<file path="config.mk">
export PLATFORM = sky130hd
export DESIGN_NAME = pcgm_gray
export DESIGN_NICKNAME = d
export VERILOG_FILES = /design/src/sv/pcgm_pkg.sv /design/src/sv/pcgm_gray.sv
export SDC_FILE = /design/constraint.sdc
export NUM_CORES = 1
export LEC_CHECK = 0
export ABC_AREA = 1
export BUFFER_PORTS_ARGS = -buffer_cell sky130_fd_sc_hd__buf_4
export CELL_PAD_IN_SITES_DETAIL_PLACEMENT = 0
export CELL_PAD_IN_SITES_GLOBAL_PLACEMENT = 1
export CORE_ASPECT_RATIO = 1.2
export CORE_MARGIN = 3
export CORE_UTILIZATION = 45
export DETAILED_ROUTE_END_ITERATION = 16
export PLACE_DENSITY = 0.86
export SYNTH_ARGS = -nofsm -noshare
export SYNTH_HDL_FRONTEND = slang
export SYNTH_SLANG_ARGS = --single-unit
</file>
<file path="constraint.sdc">
create_clock -name clk_i -period 17.7 [get_ports clk_i]
set_input_delay 3.54 -clock clk_i [delete_from_list [all_inputs] [get_ports clk_i]]
set_output_delay 3.54 -clock clk_i [all_outputs]
set_load 0.02 [all_outputs]
</file>
<file path="src/sv/pcgm_pkg.sv">
// ----------------------------------------------------------------------------
// pcgm_pkg
// Shared types, constants and helper functions for the pixel change and
// gray mask block.
// ----------------------------------------------------------------------------
package pcgm_pkg;

  // Frame geometry and background store layout.
  localparam int unsigned FramePixels = 65536;
  localparam int unsigned AddrW       = (FramePixels > 1) ? $clog2(FramePixels) : 1;
  localparam int unsigned ChanW       = 8;
  localparam int unsigned StoreW      = 3 * ChanW;

  // Configuration port.
  localparam int unsigned CfgIdxW  = 2;
  localparam int unsigned CfgDataW = 8;
  localparam logic [CfgIdxW-1:0] CfgStrictMode = 2'd0;
  localparam logic [CfgIdxW-1:0] CfgStrictThr  = 2'd1;
  localparam logic [CfgIdxW-1:0] CfgLooseThr   = 2'd2;

  localparam logic [ChanW-1:0] StrictThrReset = 8'd25;
  localparam logic [ChanW-1:0] LooseThrReset  = 8'd10;

  // Sum of squares, division by three through a reciprocal, square root.
  localparam int unsigned SqW        = 2 * ChanW;
  localparam int unsigned SumW       = SqW + 2;
  localparam int unsigned RecipW     = 18;
  localparam int unsigned ProdW      = SumW + RecipW;
  localparam int unsigned RecipShift = 19;
  // ceil(2^19 / 3); exact floor division for every sum below 2^19.
  localparam logic [RecipW-1:0] Recip3 = 18'd174763;
  localparam int unsigned QuotW      = 16;
  localparam int unsigned SqrtSteps  = QuotW / 2;
  localparam int unsigned StepW      = 3;

  typedef struct packed {
    logic [ChanW-1:0] red_in;
    logic [ChanW-1:0] green_in;
    logic [ChanW-1:0] blue_in;
    logic             end_of_frame;
  } pix_in_t;

  typedef struct packed {
    logic [ChanW-1:0] red_out;
    logic [ChanW-1:0] green_out;
    logic [ChanW-1:0] blue_out;
    logic             is_background;
    logic             frame_last;
    logic             frame_has_motion;
  } pix_out_t;

  // Per-pixel fields that ride along the gray pipeline.
  typedef struct packed {
    logic [ChanW-1:0] red;
    logic [ChanW-1:0] green;
    logic [ChanW-1:0] blue;
    logic             bg;
    logic             eof;
    logic             motion;
  } pass_t;

  // Request from the compare stage into the gray pipeline.
  typedef struct packed {
    logic [SumW-1:0] sq_sum;
    pass_t           pass;
  } gray_req_t;

  typedef struct packed {
    logic [QuotW-1:0] rem;
    logic [QuotW-1:0] root;
  } sqrt_t;

  function automatic logic [ChanW-1:0] abs_diff(logic [ChanW-1:0] a, logic [ChanW-1:0] b);
    abs_diff = (a > b) ? (a - b) : (b - a);
  endfunction

  // One step of the digit-by-digit square root; step k works on bit 14 - 2k.
  function automatic sqrt_t sqrt_step(sqrt_t s, logic [StepW-1:0] k);
    sqrt_t            r;
    logic [3:0]       sh;
    logic [QuotW-1:0] bitv;
    logic [QuotW:0]   trial;
    r     = s;
    sh    = 4'd14 - {k, 1'b0};
    bitv  = QuotW'(1) << sh;
    trial = {1'b0, s.root} + {1'b0, bitv};
    if ({1'b0, s.rem} >= trial) begin
      r.rem  = s.rem - trial[QuotW-1:0];
      r.root = (s.root >> 1) + bitv;
    end else begin
      r.root = s.root >> 1;
    end
    sqrt_step = r;
  endfunction

endpackage

</file>
<file path="src/sv/pcgm_gray.sv">
// ----------------------------------------------------------------------------
// pcgm_gray
// Gray value pipeline: divide the sum of squares by three, take the integer
// square root in two stages of four steps, and select gray or pass-through.
// ----------------------------------------------------------------------------
module pcgm_gray (
  input  logic                clk_i,
  input  logic                rst_ni,
  input  logic                req_valid_i,
  input  pcgm_pkg::gray_req_t req_i,
  output logic                req_ready_o,
  output logic                out_valid_o,
  input  logic                out_stall_i,
  output pcgm_pkg::pix_out_t  out_data_o
);

  // Stage A: sum of squares.
  logic                          a_valid_q;
  logic [pcgm_pkg::SumW-1:0]     a_sum_q;
  pcgm_pkg::pass_t               a_pass_q;
  // Stage B: quotient.
  logic                          b_valid_q;
  logic [pcgm_pkg::QuotW-1:0]    b_quot_q;
  pcgm_pkg::pass_t               b_pass_q;
  // Stage C: square root after the upper four steps.
  logic                          c_valid_q;
  pcgm_pkg::sqrt_t               c_sqrt_q;
  pcgm_pkg::pass_t               c_pass_q;
  // Output register.
  logic                          out_valid_q;
  pcgm_pkg::pix_out_t            out_q;

  logic out_ready, c_ready, b_ready, a_ready;

  assign out_ready = !out_valid_q || !out_stall_i;
  assign c_ready   = !c_valid_q || out_ready;
  assign b_ready   = !b_valid_q || c_ready;
  assign a_ready   = !a_valid_q || b_ready;
  assign req_ready_o = a_ready;

  logic [pcgm_pkg::ProdW-1:0] prod;
  logic [pcgm_pkg::QuotW-1:0] quot;
  pcgm_pkg::sqrt_t            sqrt_hi;
  pcgm_pkg::sqrt_t            sqrt_lo;
  pcgm_pkg::pix_out_t         out_d;

  always_comb begin
    prod = pcgm_pkg::ProdW'(a_sum_q) * pcgm_pkg::ProdW'(pcgm_pkg::Recip3);
    quot = prod[pcgm_pkg::RecipShift +: pcgm_pkg::QuotW];
  end

  always_comb begin
    sqrt_hi.rem  = b_quot_q;
    sqrt_hi.root = '0;
    for (int k = 0; k < pcgm_pkg::SqrtSteps / 2; k++) begin
      sqrt_hi = pcgm_pkg::sqrt_step(sqrt_hi, pcgm_pkg::StepW'(k));
    end
  end

  always_comb begin
    sqrt_lo = c_sqrt_q;
    for (int k = pcgm_pkg::SqrtSteps / 2; k < pcgm_pkg::SqrtSteps; k++) begin
      sqrt_lo = pcgm_pkg::sqrt_step(sqrt_lo, pcgm_pkg::StepW'(k));
    end
  end

  always_comb begin
    if (c_pass_q.bg) begin
      out_d.red_out   = sqrt_lo.root[pcgm_pkg::ChanW-1:0];
      out_d.green_out = sqrt_lo.root[pcgm_pkg::ChanW-1:0];
      out_d.blue_out  = sqrt_lo.root[pcgm_pkg::ChanW-1:0];
    end else begin
      out_d.red_out   = c_pass_q.red;
      out_d.green_out = c_pass_q.green;
      out_d.blue_out  = c_pass_q.blue;
    end
    out_d.is_background    = c_pass_q.bg;
    out_d.frame_last       = c_pass_q.eof;
    out_d.frame_has_motion = c_pass_q.motion;
  end

  always_ff @(posedge clk_i or negedge rst_ni) begin
    if (!rst_ni) begin
      a_valid_q   <= 1'b0;
      b_valid_q   <= 1'b0;
      c_valid_q   <= 1'b0;
      out_valid_q <= 1'b0;
    end else begin
      if (a_ready)   a_valid_q   <= req_valid_i;
      if (b_ready)   b_valid_q   <= a_valid_q;
      if (c_ready)   c_valid_q   <= b_valid_q;
      if (out_ready) out_valid_q <= c_valid_q;
    end
  end

  always_ff @(posedge clk_i) begin
    if (a_ready && req_valid_i) begin
      a_sum_q  <= req_i.sq_sum;
      a_pass_q <= req_i.pass;
    end
    if (b_ready && a_valid_q) begin
      b_quot_q <= quot;
      b_pass_q <= a_pass_q;
    end
    if (c_ready && b_valid_q) begin
      c_sqrt_q <= sqrt_hi;
      c_pass_q <= b_pass_q;
    end
    if (out_ready && c_valid_q) begin
      out_q <= out_d;
    end
  end

  assign out_valid_o = out_valid_q;
  assign out_data_o  = out_q;

`ifndef ASSERT_OFF
  // A background pixel carries the same gray value on all three channels.
  a_gray_equal: assert property (@(posedge clk_i) disable iff (!rst_ni)
    out_valid_o && out_data_o.is_background |->
      out_data_o.red_out == out_data_o.green_out &&
      out_data_o.green_out == out_data_o.blue_out)
    else $error("gray result with unequal channels");

  // The motion flag is only reported on the last pixel of a frame.
  a_motion_on_last: assert property (@(posedge clk_i) disable iff (!rst_ni)
    out_valid_o && out_data_o.frame_has_motion |-> out_data_o.frame_last)
    else $error("motion flag outside frame end");
`endif

endmodule

</file>
==> flow_summary_export.csv, run 1 <==
group,metric,value,unit
timing,hold_viol_final,0,
outcome,status,"finished, final reports clean",
synth,synth_warnings,0,
global_route,grt_max_degree,46,
critical_path,r2r_slack,10.90,ns
critical_path,endpoint_kind,"primary output",
flow_run,cap_violations,0,
timing,period_share,46.1,%
timing,rsz0062_at_grt,"no",
synth,synth.top_cells.by_area,"edfxtp_1 (35%), ha_1 (18%), fa_1 (16%), inv_1 (7.9%), nand2_1 (6.2%)",
synth,yosys.area_share.simple,13.7,%
clock_tree,cts_tree,"done",
drt,firstDrtPassIters,6,
synth,yosysUniqueCellTypes,49,
critical_path,critical_path.max_fanout,3,
synth,synth_async_sr_flop_share,2.41,%
clock_tree,cts_sinks,166,
synth,synth_top_family_by_area,"adder cells",
critical_path,required,14.16,ns
synth,syn-cell-area,0.0138,mm²
finish,nets,1804,
floorplanning,die_x,166,µm
synth,synth-seq-cells,166,
hold_path,hold_path_class,"flop to flop",
global_route,grt_pass1_wl,47100,µm
finish,antenna_cells,0,
clock_tree,cts.hold.buffers_added,0,
drt,remaining_drc_errors,0,
timing,slew_violations,0,
drt,wl_per_cell,15.3,µm
timing,fmax,0.123,GHz
floorplanning,core_region_area,0.0299,mm²
global_route,grt_pass1_vias,9806,
clock_tree,insertion_delay,0.44,ns
global_route,grt_overflow,0,
placed_design,dpl.hpwl,23800,µm
floorplanning,io_pins,78,
placed_design,gp_congestion,0.919,
floorplanning,die_y,198,µm
clock_tree,ctsResizeCount,0,
synth,synth_nets,1711,
floorplanning,dieArea,0.0327,mm²
synth,synthMuxAreaShare,0,%
critical_path,path_class,"input port to primary output",
synth,synth_common_cells,"inv_1 (290), nand2_1 (229), ha_1 (194)",
synth,synth_top_area_share,35.4,%
timing,slew_headroom,20.7,%
floorplanning,start_util,46.1,%
synth,syn_inst,1358,
synth,yosysTopAreaCell,"edfxtp_1",
clock_tree,cts_setup_buffers,0,
drt,dr_total_vias,9217,
finish,syn2layout_area_growth,12.4,%
clock_tree,htreeDepth,4,
clock_tree,cts_max_path_buffers,2,
critical_path,worst_setup_path_start_kind,"input port",
critical_path,worstPathArrival,4.61,ns
drt,drtIter0Drc,352,
clock_tree,path_clk_slew,0.09,ns
global_route,track_usage,17.9,%
synth,yosysSeqAreaShare,36.1,%
clock_tree,root_buffer,"clkbuf_16",
synth,yosysMostFrequentCell,"inv_1",
placed_design,io_buffers,77,
timing,finalCriticalPeriod,8.15,ns
timing,setup_viol_count_final,0,
synth,syn-mean-instance-area,10.1,µm²
clock_tree,cts_inserted_buffers,17,
timing,setup_tns,0,ns
drt,drt_wl_total,28400,µm
synth,synth_edf_count,162,
synth,synth_xor_area_share,2.99,%
global_route,antenna_found_initial,0,
synth,yosys_most_used_dff,"edfxtp_1",
synth,synthAdderAreaFrac,33.7,%
finish,drive_gt1_share,11.1,%
timing,fin_skew,0.0206,ns
drt,drtAntennaViolNets,0,
timing,worstMarginPinSlew,1.19,ns
floorplanning,num_rows,69,
drt,viasPerCell,4.97,
synth,synth-compound-area-share,5.08,%
==> layer usage <==
layer,GRT usage (%),vias up,wire length [µm]
met1,20.0,4409,11200
met5,0,-,0
li1,-,4604,-
met2,35.0,155,15700
met3,2.06,49,622
met4,6.47,0,835
==> critical path, cell delays in order <==
cell and delay [ns]:
buf_4 0.09, nand2_1 0.06, nor2_1 0.08, inv_1 0.07, nor2_1 0.22, inv_1 0.09
nor2_1 0.21, inv_1 0.08, buf_4 0.16
==> flip-flops by register name, summed over array words and instances (netlist names) <==
signal / count
a_pass_q: 27
b_pass_q: 27
c_pass_q: 27
out_data_o: 27
c_sqrt_q: 20
a_sum_q: 18
b_quot_q: 16
a_valid_q: 1
b_valid_q: 1
c_valid_q: 1
out_valid_o: 1
==> per-stage QoR <==
| step | area (µm²) | std cells | setup slack, ns | hold WS, ns | utilization [%] |
|---|---|---|---|---|---|
| CTS | 15500 | 1854 | 9.54 | 0.404 | 51.7 |
| floorplan | 13800 | 1358 | 10.03 | 0.400 | - |
| global placement | 14800 | 1822 | 9.56 | 0.400 | 49.6 |
| detailed placement | 14800 | 1822 | 9.54 | 0.405 | 49.6 |
| global route | 15500 | 1854 | 9.40 | 0.407 | 51.7 |
| finish | 15500 | 1854 | 9.55 | 0.407 | 51.7 |
==> cell families (layout without fill, tap and decap cells) <==
kind of cell,count (synthesis),in the layout
flip-flops,166,166
AND/OR/NAND/NOR,412,412
XOR/XNOR,47,47
AO/OA/AOI/OAI,124,124
adder cells (fa/ha/maj),304,304
buffers and inverters,305,411
==> placed cells by master, fill, tap and decap left out, types with 3 or more instances in the layout <==
cell	instances
nor2_2	6
xor2_1	27
inv_1	289
inv_12	5
inv_8	3
o21a_1	5
nand3b_1	5
buf_4	80
nand3_1	44
nor3_1	14
nand2_4	6
clkbuf_16	17
dfrtp_1	4
inv_2	8
fa_1	110
xnor2_1	20
nor2_4	4
ha_1	194
inv_6	3
nand4_1	17
nand3_2	3
a21o_1	4
clkinv_8	4
o21ai_0	39
nand2_1	229
a21oi_1	51
nand2_2	14
nor2_1	58
edfxtp_1	162
and3_1	3
o21ai_1	8
==> final timing paths <==
path                                        startpoint                  endpoint  cells past startpoint
worst min-delay path             b_pass_q[7]$_DFFE_PP_     c_pass_q[7]$_DFFE_PP_                      0
max in group asynchronous                       rst_ni     b_valid_q$_DFFE_PN0P_                      1
worst max register to register  c_sqrt_q[10]$_DFFE_PP_  out_data_o[11]$_DFFE_PP_                     38
min in group asynchronous                       rst_ni   out_valid_o$_DFFE_PN0P_                      1
worst min register to register   b_pass_q[7]$_DFFE_PP_     c_pass_q[7]$_DFFE_PP_                      0
worst max-delay path                       out_stall_i               req_ready_o                      9
==> area by class of cell <==
class	instances	area, µm²
clock buffer	17	425
tap	390	488
timing repair buffer	80	601
clock inverter	15	206
inverter	299	1120
fill	2701	14400
sequential	166	4960
multi-input combinational	887	7650
Power of run 1 is not shown: default switching activity piles up to over one toggle a cycle in this logic, so the estimate is an artifact.
==> inputs of run 2 (changes only) <==
--- a/config.mk
+++ b/config.mk
@@ -13,7 +13,7 @@
 export CORE_MARGIN = 3
 export CORE_UTILIZATION = 45
 export DETAILED_ROUTE_END_ITERATION = 16
-export PLACE_DENSITY = 0.86
+export PLACE_DENSITY = 0.89
 export SYNTH_ARGS = -nofsm -noshare
 export SYNTH_HDL_FRONTEND = slang
 export SYNTH_SLANG_ARGS = --single-unit
==> constraint.sdc (replaced) <==
create_clock -name clk_i -period 7.35 [get_ports clk_i]
set_input_delay 1.47 -clock clk_i [delete_from_list [all_inputs] [get_ports clk_i]]
set_output_delay 1.47 -clock clk_i [all_outputs]
set_load 0.02 [all_outputs]
==> flow_summary_export.csv, run 2 (synthesis gave the netlist of run 1 again) <==
group,metric,value,unit
placed_design,dpl.hpwl,24700,µm
floorplanning,dieArea,0.0327,mm²
drt,drtAntennaViolNets,0,
placed_design,pre_cts_ws,0.696,ns
timing,rsz0062_at_grt,"no",
clock_tree,ctsResizeCount,0,
floorplanning,die_y,198,µm
critical_path,worstPathArrival,6.75,ns
finish,layout_common_cells,"inv_1 (289), nand2_1 (229), ha_1 (194)",
critical_path,endpoint_kind,"flop",
finish,syn2layout_area_growth,12.4,%
timing,setup_tns,0,ns
timing,whs,0.418,ns
clock_tree,cts.hold.buffers_added,0,
timing,slew_violations,0,
global_route,grt_pass1_wl,48600,µm
clock_tree,cts_setup_buffers,0,
floorplanning,die_x,166,µm
finish,nets,1804,
global_route,grt_overflow,0,
drt,viasPerCell,4.99,
clock_tree,cts_sinks,166,
critical_path,ff2ff_path_depth,39,
timing,period_share,89.2,%
critical_path,required,7.54,ns
timing,fmax,0.152,GHz
finish,fin_util,51.8,%
floorplanning,io_pins,78,
placed_design,gp_congestion,0.904,
drt,wl_per_cell,15.9,µm
flow_run,cap_violations,0,
floorplanning,core_region_area,0.0299,mm²
finish,antenna_cells,0,
critical_path,cp_slowest_stage_delay,0.38,ns
clock_tree,htreeDepth,4,
floorplanning,num_rows,69,
finish,final_common_cell,"inv_1",
placed_design,io_buffers,77,
hold_path,hold_path_class,"flop to flop",
drt,firstDrtPassIters,5,
global_route,antenna_found_initial,0,
critical_path,path_class,"flop to flop",
timing,finalCriticalPeriod,6.56,ns
drt,remaining_drc_errors,0,
timing,worstMarginPinSlew,1.18,ns
finish,drive_gt1_share,11.1,%
critical_path,worst_setup_path_start_kind,"flop",
finish,nFillCells,2651,
clock_tree,cts_max_path_buffers,2,
global_route,grt_pass1_vias,9916,
timing,fin_ws,0.792,ns
clock_tree,root_buffer,"clkbuf_16",
floorplanning,start_util,46.1,%
hold_path,whs_path_depth,0,
clock_tree,cts_tree,"done",
timing,slew_headroom,21.4,%
drt,drt_wl_total,29400,µm
clock_tree,path_clk_slew,0.08,ns
outcome,status,"finished, final reports clean",
timing,setup_viol_count_final,0,
drt,drtIter0Drc,326,
drt,dr_total_vias,9256,
clock_tree,cts_inserted_buffers,17,
critical_path,critical_path.max_fanout,13,
clock_tree,insertion_delay,0.43,ns
timing,fin_skew,0.0172,ns
timing,hold_viol_final,0,
critical_path,cpMostUsedCell,"nand2_1",
critical_path,cp_slowest_cell,"edfxtp_1",
global_route,track_usage,18.5,%
global_route,grt_max_degree,48,
==> run 2: path summary, 6_finish.rpt <==
path                                        startpoint                 endpoint  slack, ns
worst min-delay path             a_pass_q[6]$_DFFE_PP_    b_pass_q[6]$_DFFE_PP_       0.42
worst max register to register  c_sqrt_q[10]$_DFFE_PP_  out_data_o[3]$_DFFE_PP_       0.79
min in group asynchronous                       rst_ni    a_valid_q$_DFFE_PN0N_       0.82
worst max-delay path            c_sqrt_q[10]$_DFFE_PP_  out_data_o[3]$_DFFE_PP_       0.79
worst min register to register   a_pass_q[6]$_DFFE_PP_    b_pass_q[6]$_DFFE_PP_       0.42
max in group asynchronous                       rst_ni  out_valid_o$_DFFE_PN0P_       6.41
==> run 2: routing by layer <==
| metal | vias up | global-route usage, % | wire length [µm] |
|---|---|---|---|
| li1 | 4606 | - | - |
| met1 | 4382 | 21.2 | 11500 |
| met2 | 185 | 34.6 | 15800 |
| met3 | 83 | 2.46 | 843 |
| met4 | 0 | 8.07 | 1280 |
| met5 | - | 0 | 0 |
==> run 2: cell type report <==
cell class / instances / area (µm²) / area share (%)
Clock inverter: 15 / 211 / 1.37
Timing Repair Buffer: 80 / 601 / 3.88
Multi-Input combinational cell: 887 / 7650 / 49.5
Inverter: 299 / 1120 / 7.26
Tap cell: 390 / 488 / 3.16
Sequential cell: 166 / 4960 / 32.1
Clock buffer: 17 / 425 / 2.75
==> run 2: metrics by stage <==
stage | cell area, µm² | instances
after floorplan | 13800 | 1358
after global placement | 14800 | 1822
after detailed placement | 14800 | 1822
after CTS | 15500 | 1854
after global routing | 15500 | 1854
final | 15500 | 1854
==> run 2: worst max-delay path, delay by kind of cell, from the launching register on <==
kind	cells	cell delay, ns
compound gates	11	1.83
fa+ha+maj	4	1.27
buf+inv	4	0.66
flops	1	0.38
simple gates	20	2.13
Power of run 2 is left out for the same reason.
==> inputs of run 3 (changes only) <==
--- a/config.mk
+++ b/config.mk
@@ -7,13 +7,11 @@
 export LEC_CHECK = 0
 export ABC_AREA = 1
 export BUFFER_PORTS_ARGS = -buffer_cell sky130_fd_sc_hd__buf_4
-export CELL_PAD_IN_SITES_DETAIL_PLACEMENT = 0
-export CELL_PAD_IN_SITES_GLOBAL_PLACEMENT = 1
 export CORE_ASPECT_RATIO = 1.2
 export CORE_MARGIN = 3
 export CORE_UTILIZATION = 45
 export DETAILED_ROUTE_END_ITERATION = 16
-export PLACE_DENSITY = 0.89
+export PLACE_DENSITY = 0.75
 export SYNTH_ARGS = -nofsm -noshare
 export SYNTH_HDL_FRONTEND = slang
 export SYNTH_SLANG_ARGS = --single-unit
==> flow_summary_export.csv, run 3 (synthesis gave the netlist of run 1 again) <==
group,metric,value,unit
critical_path,worst_setup_path_start_kind,"flop",
critical_path,ff2ff_path_depth,38,
critical_path,r2r_slack,0.69,ns
drt,wl_per_cell,15.3,µm
clock_tree,path_clk_slew,0.08,ns
critical_path,cpMostUsedCell,"nand2_1",
clock_tree,htreeDepth,4,
finish,syn2layout_area_growth,12.3,%
clock_tree,cts_sinks,166,
outcome,status,"finished, final reports clean",
critical_path,path_class,"flop to flop",
clock_tree,cts_max_path_buffers,2,
drt,remaining_drc_errors,0,
finish,final_common_cell,"inv_1",
placed_design,io_buffers,77,
finish,layout_common_cells,"inv_1 (289), nand2_1 (229), ha_1 (194)",
timing,fin_skew,0.0159,ns
critical_path,worstPathArrival,6.85,ns
placed_design,dpl.hpwl,23300,µm
clock_tree,cts_setup_buffers,0,
timing,setup_tns,0,ns
timing,worstMarginPinSlew,1.14,ns
global_route,grt_pass1_vias,9907,
drt,drt_wl_total,28300,µm
critical_path,reg2reg_to,"out_data_o[19]$_DFFE_PP_",
critical_path,cp_slowest_cell,"edfxtp_1",
drt,drtAntennaViolNets,0,
flow_run,cap_violations,0,
finish,drive_gt1_share,11.1,%
global_route,grt_pass1_wl,46300,µm
drt,drtIter0Drc,421,
hold_path,whs_path_depth,0,
critical_path,crit_family,"simple AND/OR/NAND/NOR gates",
floorplanning,start_util,46.1,%
hold_path,hold_path_class,"flop to flop",
floorplanning,dieArea,0.0327,mm²
timing,period_share,90.6,%
timing,hold_viol_final,0,
global_route,antenna_found_initial,0,
critical_path,cp_slowest_stage_delay,0.40,ns
critical_path,reg2reg_from,"c_sqrt_q[10]$_DFFE_PP_",
drt,firstDrtPassIters,5,
critical_path,cp.depth,38,
hold_path,holdPathEnd,"c_pass_q[4]$_DFFE_PP_",
global_route,grt_max_degree,48,
floorplanning,die_y,198,µm
timing,finalCriticalPeriod,6.66,ns
floorplanning,io_pins,78,
clock_tree,cts_inserted_buffers,17,
clock_tree,insertion_delay,0.44,ns
clock_tree,root_buffer,"clkbuf_16",
drt,viasPerCell,5.04,
critical_path,critical_path.max_fanout,13,
floorplanning,num_rows,69,
finish,nets,1803,
finish,antenna_cells,0,
timing,setup_viol_count_final,0,
floorplanning,core_region_area,0.0299,mm²
floorplanning,die_x,166,µm
clock_tree,cts_tree,"done",
drt,dr_total_vias,9342,
timing,rsz0062_at_grt,"no",
timing,slew_headroom,23.8,%
hold_path,hp-start,"b_pass_q[4]$_DFFE_PP_",
timing,slew_violations,0,
global_route,track_usage,17.5,%
global_route,grt_overflow,0,
timing,fmax,0.150,GHz
critical_path,cp.buffers_inverters,4,
critical_path,endpoint_kind,"flop",
placed_design,gp_congestion,0.899,
critical_path,required,7.54,ns
## run 3: cell count changes in the layout (fill, tap and decap cells not counted), sizes merged
cell	previous run	this run
buf	80	79
clkinv	7	6
inv	307	308
## run 3: per-layer routing
layer	GRT usage, %	part of all wire [%]
met5	0	0
met1	19.1	40
met3	2.80	2.8
met4	6.81	3.1
met2	33.7	54
## run 3: area by class of cell
type | count | area (µm²)
Clock buffer | 17 | 425
Tap cell | 390 | 488
Sequential cell | 166 | 4960
Timing Repair Buffer | 79 | 593
Multi-Input combinational cell | 887 | 7650
Clock inverter | 15 | 206
Inverter | 299 | 1120
Fill cell | 2655 | 14400
## run 3: per-stage QoR
| step | utilization [%] | hold WS, ns | setup WS, ns | cell area (µm²) | cells |
|---|---|---|---|---|---|
| detailed placement | 49.6 | 0.405 | 0.607 | 14800 | 1821 |
| global placement | 49.6 | 0.400 | 0.957 | 14800 | 1821 |
| CTS | 51.7 | 0.415 | 0.581 | 15400 | 1853 |
| finish | 51.7 | 0.414 | 0.690 | 15500 | 1853 |
| floorplan | - | 0.400 | 1.75 | 13800 | 1358 |
| global route | 51.7 | 0.421 | 0.108 | 15500 | 1853 |
## run 3: timing repair
action                                  4_1_cts  5_1_grt
endpoints found under the setup margin        0        3
resized for setup                             0        1
hold buffers                                  0        0
## run 3: how the worst max path moves through the flow
stage | slack (ns) | to | start
global route | 0.11 | out_data_o[3]$_DFFE_PP_ | c_sqrt_q[10]$_DFFE_PP_
finish | 0.69 | out_data_o[19]$_DFFE_PP_ | c_sqrt_q[10]$_DFFE_PP_
detailed placement | 0.61 | out_data_o[11]$_DFFE_PP_ | c_sqrt_q[10]$_DFFE_PP_
floorplan | 1.75 | out_data_o[11]$_DFFE_PP_ | c_sqrt_q[10]$_DFFE_PP_
CTS | 0.58 | out_data_o[11]$_DFFE_PP_ | c_sqrt_q[10]$_DFFE_PP_
global placement | 0.96 | out_data_o[3]$_DFFE_PP_ | c_sqrt_q[10]$_DFFE_PP_
## run 3: worst register-to-register path: cells and delay by family, from the launching register on
| family | cells | cell delay (ns) |
|---|---|---|
| adders and majority gates | 4 | 1.31 |
| buffers and inverters | 4 | 0.68 |
| AOI/OAI and AO/OA | 11 | 1.94 |
| DFF | 1 | 0.40 |
| and+or+nand+nor | 19 | 2.11 |
Power of run 3 is left out for the same reason.
